<file path="src/rtl/pkmt_pkg.sv">
// Shared types and constants for the pressed key modifier tracker.
// Used by pkmt_cell and pressed_key_modifier_tracker; depends on nothing.
`default_nettype none

package pkmt_pkg;

  localparam int KEY_W        = 16;
  localparam int MASK_W       = 16;
  localparam int MAX_HELD_DEF = 8;

  // One stored press: mask in the upper half, key in the lower half
  typedef struct packed {
    logic [MASK_W-1:0] mask;
    logic [KEY_W-1:0]  key;
  } entry_t;

  // Row-wide controls broadcast from the sequencer to every cell
  typedef struct packed {
    logic capture;  // register each cell's key match
    logic push;     // shift one place older, new entry enters at the front
    logic pull;     // close the gap behind the first match
  } ctrl_t;

endpackage

`default_nettype wire

</file>
<file path="src/rtl/pressed_key_modifier_tracker.sv">
// Top level of the pressed key modifier tracker: sequencer, fill count and cell row.
// Depends on pkmt_pkg and pkmt_cell.
`default_nettype none

// Usage:
//   Input beat: raise start with in_cmd (1 press, 0 release), in_key and
//   in_modifier_mask; the beat is taken on a rising edge where busy is low.
//   Result beat: out_valid is high for exactly one cycle with
//   out_modifier_out and out_found; it must be taken in that cycle, the
//   receiver cannot hold it off.
//   A press stores key and mask at the front of a row of MAX_HELD cells,
//   dropping the oldest when full; it reports the input mask, found low.
//   A release reports the mask of the newest entry with the same key and
//   closes the gap, or passes the input mask through with found low.
//   Order: the accepting edge registers the beat; in S_CMP every cell
//   registers its key compare; in S_MOVE the shift along the row and the
//   result register happen on the same edge. busy drops in the strobe
//   cycle, so a new beat may be taken in that cycle.
//   Reset (synchronous, rst_n low) empties the row by clearing the fill
//   count; stored entries are not cleared and are never read until written.
module pressed_key_modifier_tracker #(
  parameter int MAX_HELD = pkmt_pkg::MAX_HELD_DEF
) (
  input  wire                          clk,
  input  wire                          rst_n,
  input  wire                          start,
  output logic                         busy,
  input  wire                          in_cmd,
  input  wire  [pkmt_pkg::KEY_W-1:0]   in_key,
  input  wire  [pkmt_pkg::MASK_W-1:0]  in_modifier_mask,
  output logic                         out_valid,
  output logic [pkmt_pkg::MASK_W-1:0]  out_modifier_out,
  output logic                         out_found
);
  import pkmt_pkg::*;

  localparam int CNT_W = $clog2(MAX_HELD + 1);

  typedef enum logic [1:0] {
    S_IDLE,
    S_CMP,
    S_MOVE
  } state_t;

  state_t            state_r;
  logic [CNT_W-1:0]  count_r;
  logic              cmd_r;
  logic [KEY_W-1:0]  key_r;
  logic [MASK_W-1:0] mask_r;
  logic              out_valid_r;
  logic [MASK_W-1:0] out_modifier_out_r;
  logic              out_found_r;

  ctrl_t             ctrl;
  entry_t            new_entry;
  entry_t            cell_entry [MAX_HELD];
  logic [MAX_HELD:0] hit_chain;
  logic [MAX_HELD-1:0] first_vec;
  logic [MASK_W-1:0] cell_mask [MAX_HELD];
  logic [MASK_W-1:0] match_mask;
  logic              any_hit;

  assign busy             = (state_r != S_IDLE);
  assign out_valid        = out_valid_r;
  assign out_modifier_out = out_modifier_out_r;
  assign out_found        = out_found_r;

  assign new_entry.mask = mask_r;
  assign new_entry.key  = key_r;

  // Broadcast row controls
  assign ctrl.capture = (state_r == S_CMP);
  assign ctrl.push    = (state_r == S_MOVE) && cmd_r;
  assign ctrl.pull    = (state_r == S_MOVE) && !cmd_r;

  assign hit_chain[0] = 1'b0;
  assign any_hit      = hit_chain[MAX_HELD];

  // Build the row of cells, newest at index 0
  for (genvar i = 0; i < MAX_HELD; i++) begin : g_cell
    entry_t newer;
    entry_t older;

    if (i == 0) begin : g_front
      assign newer = new_entry;
    end else begin : g_mid
      assign newer = cell_entry[i-1];
    end

    if (i == MAX_HELD - 1) begin : g_back
      assign older = cell_entry[i];
    end else begin : g_inner
      assign older = cell_entry[i+1];
    end

    pkmt_cell u_cell (
      .clk         (clk),
      .ctrl_i      (ctrl),
      .in_use_i    (count_r > CNT_W'(i)),
      .key_i       (key_r),
      .newer_i     (newer),
      .older_i     (older),
      .hit_chain_i (hit_chain[i]),
      .entry_o     (cell_entry[i]),
      .hit_chain_o (hit_chain[i+1]),
      .first_o     (first_vec[i]),
      .mask_sel_o  (cell_mask[i])
    );
  end

  // Gather the mask of the single first match
  always_comb begin
    match_mask = '0;
    for (int i = 0; i < MAX_HELD; i++) begin
      match_mask = match_mask | cell_mask[i];
    end
  end

  // Sequencer, fill count and result register
  always_ff @(posedge clk) begin
    if (!rst_n) begin
      state_r     <= S_IDLE;
      count_r     <= '0;
      out_valid_r <= 1'b0;
    end else begin
      // Register the result strobe from the move state
      out_valid_r <= (state_r == S_MOVE);
      unique case (state_r)
        S_IDLE: begin
          if (start) begin
            cmd_r   <= in_cmd;
            key_r   <= in_key;
            mask_r  <= in_modifier_mask;
            state_r <= S_CMP;
          end
        end
        S_CMP: begin
          state_r <= S_MOVE;
        end
        S_MOVE: begin
          if (cmd_r) begin
            out_modifier_out_r <= mask_r;
            out_found_r        <= 1'b0;
            if (count_r != CNT_W'(MAX_HELD)) begin
              count_r <= count_r + 1'b1;
            end
          end else if (any_hit) begin
            out_modifier_out_r <= match_mask;
            out_found_r        <= 1'b1;
            count_r            <= count_r - 1'b1;
          end else begin
            out_modifier_out_r <= mask_r;
            out_found_r        <= 1'b0;
          end
          state_r <= S_IDLE;
        end
        default: begin
          state_r <= S_IDLE;
        end
      endcase
    end
  end

`ifndef SYNTHESIS
  a_count_bound: assert property (@(posedge clk) disable iff (!rst_n)
    count_r <= CNT_W'(MAX_HELD))
    else $error("fill count beyond row length");

  a_one_first: assert property (@(posedge clk) disable iff (!rst_n)
    (state_r == S_MOVE) |-> $onehot0(first_vec))
    else $error("more than one first match in the row");

  a_press_not_found: assert property (@(posedge clk) disable iff (!rst_n)
    out_valid |-> !(out_found && cmd_r))
    else $error("press reported as found");

  a_release_shrinks: assert property (@(posedge clk) disable iff (!rst_n)
    (state_r == S_MOVE && !cmd_r && any_hit) |=> (count_r == $past(count_r) - 1'b1))
    else $error("matched release did not shrink the row");
`endif

endmodule

`default_nettype wire

</file>
<file path="src/rtl/pkmt_cell.sv">
// One slot of the held-key row: a stored entry and its registered match bit.
// Depends on pkmt_pkg for entry_t and ctrl_t.
`default_nettype none

module pkmt_cell (
  input  wire                          clk,
  input  pkmt_pkg::ctrl_t              ctrl_i,
  input  wire                          in_use_i,
  input  wire  [pkmt_pkg::KEY_W-1:0]   key_i,
  input  pkmt_pkg::entry_t             newer_i,
  input  pkmt_pkg::entry_t             older_i,
  input  wire                          hit_chain_i,
  output pkmt_pkg::entry_t             entry_o,
  output logic                         hit_chain_o,
  output logic                         first_o,
  output logic [pkmt_pkg::MASK_W-1:0]  mask_sel_o
);
  import pkmt_pkg::*;

  entry_t entry_r;
  logic   hit_r;

  // Pass the hit chain on; this cell is the first match if nothing newer hit
  assign hit_chain_o = hit_chain_i | hit_r;
  assign first_o     = hit_r & ~hit_chain_i;
  assign mask_sel_o  = first_o ? entry_r.mask : '0;
  assign entry_o     = entry_r;

  // Compare against the input key, then shift on a press or pull on a release
  always_ff @(posedge clk) begin
    if (ctrl_i.capture) begin
      hit_r <= in_use_i && (entry_r.key == key_i);
    end
    if (ctrl_i.push) begin
      entry_r <= newer_i;
    end else if (ctrl_i.pull && hit_chain_o) begin
      entry_r <= older_i;
    end
  end

endmodule

`default_nettype wire
</file>
<file path="config.mk">
export PLATFORM = sky130hd
export DESIGN_NAME = pressed_key_modifier_tracker
export DESIGN_NICKNAME = d
export VERILOG_FILES = /design/src/rtl/pkmt_pkg.sv /design/src/rtl/pressed_key_modifier_tracker.sv /design/src/rtl/pkmt_cell.sv
export SDC_FILE = /design/constraint.sdc
export NUM_CORES = 1
export LEC_CHECK = 0
export BUFFER_PORTS_ARGS = -buffer_cell sky130_fd_sc_hd__buf_2
export CAP_MARGIN = 20
export CORE_UTILIZATION = 62
export DETAILED_ROUTE_END_ITERATION = 6
export GPL_ROUTABILITY_DRIVEN = 0
export GPL_TIMING_DRIVEN = 0
export HOLD_SLACK_MARGIN = 0.12
export PLACE_DENSITY = 0.8
export REMOVE_ABC_BUFFERS = 1
export SYNTH_ARGS = -nofsm -noshare
export SYNTH_HDL_FRONTEND = slang
export SYNTH_HIERARCHICAL = 1
export SYNTH_SLANG_ARGS = --single-unit
</file>
<file path="constraint.sdc">
create_clock -name clk -period 7.03 [get_ports clk]
set_input_delay 1.406 -clock clk [delete_from_list [all_inputs] [get_ports clk]]
set_output_delay 1.406 -clock clk [all_outputs]
set_load 0.05 [all_outputs]
</file>
==> summary.md, run 1 <==
| Metric | Value |
|---|---|
| Status | completed |
| Pwr dens | 232.1 nW/um2 |
| Max Cap Viol | 0 |
| Post-DRT Antenna Nets | 0 |
| Post-CTS Hold Fix Bufs | 0 |
| Least-Margin Pin Slew | 1.012 ns |
| Fill cells | 1677 |
| Sink Count | 321 |
| Yosys top cell area share | 59.42% |
| Post-DP HPWL | 20870 um |
| Share of cells above drive strength 1 | 35.51% |
| First-pass GRT wire length | 50400 um |
| PortBufs | 54 |
| Non-Filler Instances | 1496 |
| Full die area | 26240 um2 |
| WL final | 31910 um |
| Crit path DAT | 4.58 ns |
| Sw power | 0.8878 mW |
| Gr ovfl total | 0 |
| Synth cell types | 34 |
| Avg Synthesized Cell Area | 14.86 um2 |
| R2R Setup Slk | 2.72 ns |
| Gr usage total | 25.08% |
| Clk_skew | 0.01508 ns |
| Internal power | 3.256 mW |
| Iteration-0 DRC Markers | 794 |
| Insertion delay to the later sink of the worst-skew pair | 0.52 ns |
| Synth area leader | edfxtp_1 |
| Clock slew at reported path FFs | 0.06 ns |
| Flop pwr share | 53.2% |
| I/O Pins | 55 |
| Yosys warnings | 6 |
| H-tree lvl count | 2 |
| First drt pass iteration count | 5 |
| Period utilisation layout | 61.27% |
| Vias in the first global route | 9106 |
| FF+latch count, synth | 321 |
| Area of the multi-input gates | 6072 um2 |
| Slew HR | 32.39% |
| Endpoint type of the worst setup path | flip-flop |
| Synth area leaders | edfxtp_1, mux2_2, xnor2_1 |
| Crit path required time | 7.30 ns |
| WL met2 | 15490 um |
| Syn-to-layout area delta | 12.53% |
| Cell Chain, Critical Path | or2_2, or2_2, or2_2, or2_2, or2_2, or2_2, or2_2, or2_2, nand2b_2, a21oi_1, a21o_1 |
| Nets | 1178 |
| Critical path's slowest cell | nand2b_2 |
| Die Span X | 162.0 um |
| CTS resizes | 0 |
| Drc violations | 0 |
| CP Class | reg -> reg |
| Crit path time final | 4.307 ns |
| Mapped cell area | 15870 um2 |
| Clock network fraction of total power | 41.2% |
| Via count | 8941 |
| Largest net degree at the start of global routing | 36 |
| Mapped Cells | 1068 |
| Placed insts | 1430 |
| Avg WL per Cell | 21.33 um |
| Utilization after layout | 71.11% |
| RSZ-0062 raised after global routing | no |
| FF+latch area | 9569 um2 |
| Total CTS buffers | 36 |
| Dpl cell area | 16790 um2 |
| Cell leakage power | 5.976 nW |
| Max FO, Critical Path | 33 |
| HP Class | reg -> reg |
| Placeable core region | 25110 um2 |
| Max-slew violation count | 0 |
| CTS Buffer Depth | 3 |
| Setup Buffers After CTS | 0 |
| Post-route cell area | 17860 um2 |
| Met3 wire length | 1539 um |
| Diode count | 0 |
| Root Buffer | clkbuf_16 |
| Final Hold Vio Count | 0 |
| Core Rows | 58 |
| CP peak stage delay | 0.63 ns |
| Antenna violations before repair | 0 |
| Switching Fraction | 21.42% |
| Comb pwr share | 5.6% |
| Most frequent CP cell | or2_2 |
| TritonCTS clock tree | yes |
| Chip height | 162.0 um |
| Top Metal Used | met4 |
| Met1 WL | 14090 um |
| Final setup fails | 0 |
| Achievable frequency | 232.2 MHz |
| Maximum VDD drop | 0.1810 mV |
| Sequential share of the synthesized area | 60.31% |
| Initial core utilization | 63.20% |
| Startpoint Class | flip-flop |
| Vias per cell | 5.977 |
==> synth_stat cells, drive strengths merged <==
cell	instances
a2111oi	1
a21o	25
a21oi	18
a31o	1
and2	128
and2b	1
and4b	1
buf	43
clkbuf	5
conb	1
dfxtp	7
edfxtp	314
ha	4
inv	6
mux2	256
mux2i	3
nand2	11
nand2b	4
nand4	25
nor2	7
nor2b	8
nor3b	1
nor4	49
nor4b	2
o21ai	3
o31ai	2
or2	9
or2b	1
or4	3
xnor2	96
xor2	33
==> placed cells by master (no fill, tap or decap), types with 5 or more instances in the layout <==
| master | instances |
|---|---|
| a21o_2 | 8 |
| buf_4 | 6 |
| buf_12 | 8 |
| xor2_1 | 33 |
| nor4_1 | 41 |
| nor4_2 | 8 |
| nand4_1 | 25 |
| and2_1 | 128 |
| nand2_1 | 11 |
| a21oi_1 | 18 |
| dfxtp_1 | 7 |
| or2_2 | 9 |
| clkbuf_16 | 37 |
| a21o_1 | 17 |
| edfxtp_1 | 314 |
| xnor2_1 | 96 |
| clkinv_1 | 7 |
| inv_1 | 6 |
| nor2_1 | 5 |
| buf_16 | 7 |
| clkbuf_1 | 16 |
| mux2_2 | 256 |
| buf_2 | 54 |
==> path summary, 6_finish.rpt <==
check | start | end | cells after the start
worst min-delay path | state_r[1] | state_r[1] | 1
worst max-delay path | g_cell[0].u_cell/hit_r | out_modifier_out[6] | 11
worst min register to register | state_r[1] | state_r[1] | 1
worst max register to register | g_cell[0].u_cell/hit_r | out_modifier_out[6] | 11
==> final cells by class <==
class                           count  share of cell area [%]
Clock buffer                       54                   5.599
Clock inverter                     12                  0.3504
Inverter                            6                  0.1261
Multi-Input combinational cell    694                   34.01
Sequential cell                   321                   53.59
Tap cell                          330                   2.312
Timing Repair Buffer               79                   4.015
==> power groups by stage <==
stage	registers, mW	logic (mW)	clock network, mW
4_1_cts	2.20	0.233	1.74
6_report	2.20	0.232	1.71
2_1_floorplan	2.24	0.169	0
3_5_place_dp	2.24	0.231	0
5_1_grt	2.21	0.249	1.81
3_3_place_gp	2.25	0.232	0
==> logic make-up (layout without fill, tap and decap cells) <==
family	Yosys count	after routing	synth area share [%]
compound gates	50	50	2.168
other cells	1	2	0.02363
flops	321	321	60.31
mux	259	259	18.36
xor+xnor	129	129	7.120
buf+inv	54	151	1.695
simple gates	250	250	10.01
fa+ha+maj	4	4	0.3154
==> state kept, by name, indices dropped and copies added, names as in the netlist <==
signal and cells:
g_cell.u_cell/entry_o 256, cmd_r 1, out_modifier_out 16, key_r 16, out_found 1, state_r 2
mask_r 16, out_valid 1, count_r 4, g_cell.u_cell/hit_r 8
==> stage by stage <==
stage | hold slack [ns] | setup WS (ns) | setup TNS, ns | total power [mW]
5_1_grt | 0.5636 | 2.572 | 0 | 4.270
2_1_floorplan | 0.4592 | -6.050 | -2999.01 | 2.404
4_1_cts | 0.5210 | 2.745 | 0 | 4.180
3_3_place_gp | 0.4786 | -10.91 | -5534.90 | 2.479
3_5_place_dp | 0.5098 | 2.817 | 0 | 2.475
6_report | 0.5184 | 2.723 | 0 | 4.144
==> critical path: cells and delay by family (launching register included) <==
kind	cells	cell delay, ns
flops	1	0.38
compound gates	2	0.37
simple gates	9	3.28
==> routing by layer <==
layer,GRT usage [%],up-vias
met5,0,-
met4,8.019,0
met3,3.218,63
met1,34.57,4468
met2,41.55,256
li1,-,4154
(Power assumes the default switching activity.)
==> run 2, diff against run 1 <==
ABC_AREA = 1   (was not set)
CORE_UTILIZATION = 57   (was 62)
PLACE_DENSITY = 0.77   (was 0.8)
clock period = 3.6 ns   (was 7.03 ns; I/O delays follow)
==> summary.md, run 2 <==
| Metric | Value |
|---|---|
| Startpoint Class | flip-flop |
| First-pass GRT wire length | 69070 um |
| Crit path required time | 3.81 ns |
| Full die area | 31530 um2 |
| RSZ-0062 raised after global routing | no |
| Drc violations | 0 |
| Mapped Cells | 2153 |
| Maximum VDD drop | 0.4443 mV |
| Final setup fails | 0 |
| Avg WL per Cell | 16.60 um |
| Flip-flop count of the largest register after layout | 256 |
| Dpl cell area | 18150 um2 |
| Initial core utilization | 58.66% |
| Number of synthesized flops with an enable pin | 314 |
| Synth cell types | 31 |
| Share of cells above drive strength 1 | 11.24% |
| Clock network fraction of total power | 41.2% |
| Via count | 13740 |
| Worst Slack Setup Final | 0.09528 ns |
| Post-DP HPWL | 26780 um |
| Die Span X | 177.6 um |
| Post-DRT Antenna Nets | 0 |
| FF+latch count, synth | 321 |
| Clock slew at reported path FFs | 0.06 ns |
| Top-count cell post-synth | nand2_1 |
| Synth area leaders | edfxtp_1, nand2_1, inv_1 |
| Nets | 2240 |
| Least-Margin Pin Slew | 0.9424 ns |
| Asr flop ratio synth | 0% |
| Gr usage total | 28.47% |
| Internal power | 6.380 mW |
| Yosys top cell area share | 53.66% |
| Yosys warnings | 6 |
| Crit path DAT | 3.71 ns |
| Commonest non-fill, non-tap cell in the layout | nand2_1 |
| Achievable frequency | 285.3 MHz |
| TritonCTS clock tree | yes |
| Commonest cells post-synth | nand2_1, edfxtp_1, inv_1, nor2_1, nor2_2 |
| Most frequent cells in the layout | nand2_1, inv_1, edfxtp_1 |
| Antenna violations before repair | 0 |
| Largest net degree at the start of global routing | 48 |
| Cell leakage power | 9.143 nW |
| Clk_skew | 0.01703 ns |
| Insertion delay to the later sink of the worst-skew pair | 0.52 ns |
| Worst hold slack | 0.3736 ns |
| Max-slew violation count | 0 |
| WL final | 43380 um |
| Post-route cell area | 19320 um2 |
| Placeable core region | 29950 um2 |
| Sequential share of the synthesized area | 54.46% |
| Fill cells | 2470 |
| CP Class | reg -> reg |
| Root Buffer | clkbuf_16 |
| CTS Buffer Depth | 3 |
| Gr ovfl total | 0 |
| Pwr dens | 428.4 nW/um2 |
| Dpl ws | -0.7088 ns |
| Utilization after layout | 64.52% |
| I/O Pins | 55 |
| Vias per cell | 5.257 |
| Max Cap Viol | 0 |
| Diode count | 0 |
| Total CTS buffers | 37 |
| First drt pass iteration count | 5 |
| Iteration-0 DRC Markers | 1354 |
| Slew HR | 37.08% |
| Post-CTS Hold Fix Bufs | 0 |
| Main flop type after synthesis | edfxtp_1 |
| Mapped cell area | 17570 um2 |
| Syn-to-layout area delta | 9.976% |
| Endpoint type of the worst setup path | flip-flop |
| HP Class | in -> reg |
| Crit path time final | 3.505 ns |
| Sw power | 1.898 mW |
| Chip height | 177.6 um |
| Sink Count | 321 |
| Period utilisation layout | 97.35% |
| Switching Fraction | 22.93% |
| Comb pwr share | 6.5% |
| H-tree lvl count | 2 |
| Synth area leader | edfxtp_1 |
| Avg Synthesized Cell Area | 8.162 um2 |
| Status | completed |
| Vias in the first global route | 13430 |
| Final Hold Vio Count | 0 |
| Max FO, Critical Path | 16 |
| Core Rows | 63 |
| Flop pwr share | 52.3% |
| PortBufs | 54 |
-- run 2: cell count changes in the layout (fill, tap and decap cells not counted), sizes merged, moves of 34 or more --
cell	delta
and2	-128
inv	+324
mux2	-256
nor4	-34
xnor2	-79
nor2	+228
nand2	+1009
-- run 2: kinds of logic (layout without fill, tap and decap cells) --
group                    after synthesis  count (layout)  share of synthesized area (%)
buffers and inverters                399             468                          10.20
flip-flops                           321             321                          54.46
adder cells (fa/ha/maj)                4               4                         0.2848
other                                  1               2                        0.02134
XOR/XNOR                              50              50                          2.492
AND/OR/NAND/NOR                     1328            1329                          31.00
AO/OA/AOI/OAI                         50              50                          1.545
-- run 2: layout make-up --
cell class	instances	area, um2	share of cell area, %
timing repair buffer	73	638.1	3.302
sequential	321	9569	49.52
multi-input combinational	1435	6305	32.63
tap	390	488.0	2.525
inverter	332	1249	6.462
clock buffer	54	1032	5.342
clock inverter	9	43.79	0.2266
-- run 2: critical path, stage by stage (launching register included) --
cell and delay [ns]:
edfxtp_1 0.40, or2_4 0.27, or2_4 0.28, or2_2 0.34, or2_2 0.35, or2_4 0.28
or2_4 0.27, or2_4 0.28, or2_4 0.29, nand2_2 0.22, nand2_8 0.18
-- run 2: worst paths after layout --
| path | start | to | slack, ns | depth (start not counted) |
|---|---|---|---|---|
| worst max-delay path | g_cell[0].u_cell/hit_r | g_cell[7].u_cell/entry_o[15] | 0.1 | 10 |
| worst min-delay path | in_modifier_mask[5] | mask_r[5] | 0.37 | 1 |
| worst max register to register | g_cell[0].u_cell/hit_r | g_cell[7].u_cell/entry_o[15] | 0.1 | 10 |
| worst min register to register | state_r[1] | state_r[1] | 0.49 | 1 |
-- run 2: timing repair --
item	CTS	global route
cloned	1	0
pin swaps	2	1
buffers inserted	3	1
endpoints found under the setup margin	85	24
resized for setup	10	2
-- run 2: metal layers --
metal | vias to the layer above | share of wire, % | GRT usage [%]
li1 | 6668 | - | -
met1 | 6353 | 39 | 35.34
met2 | 590 | 49 | 48.83
met3 | 132 | 7.6 | 3.963
met4 | 0 | 4.4 | 13.85
met5 | - | 0 | 0
-- run 2: through the flow --
step / power (mW) / cells / setup TNS (ns)
after floorplan: 4.723 / 2087 / -790.44
after global placement: 4.889 / 2531 / -2471.82
after detailed placement: 4.925 / 2546 / -42.72
after CTS: 8.313 / 2613 / 0
after global routing: 8.532 / 2614 / 0
final: 8.278 / 2614 / 0
-- run 2: power groups by stage --
| stage | clock network, mW | registers (mW) | logic, mW |
|---|---|---|---|
| 3_5_place_dp | 0 | 4.40 | 0.525 |
| 5_1_grt | 3.59 | 4.34 | 0.603 |
| 4_1_cts | 3.45 | 4.32 | 0.537 |
| 3_3_place_gp | 0 | 4.40 | 0.486 |
| 6_report | 3.41 | 4.33 | 0.542 |
| 2_1_floorplan | 0 | 4.38 | 0.340 |
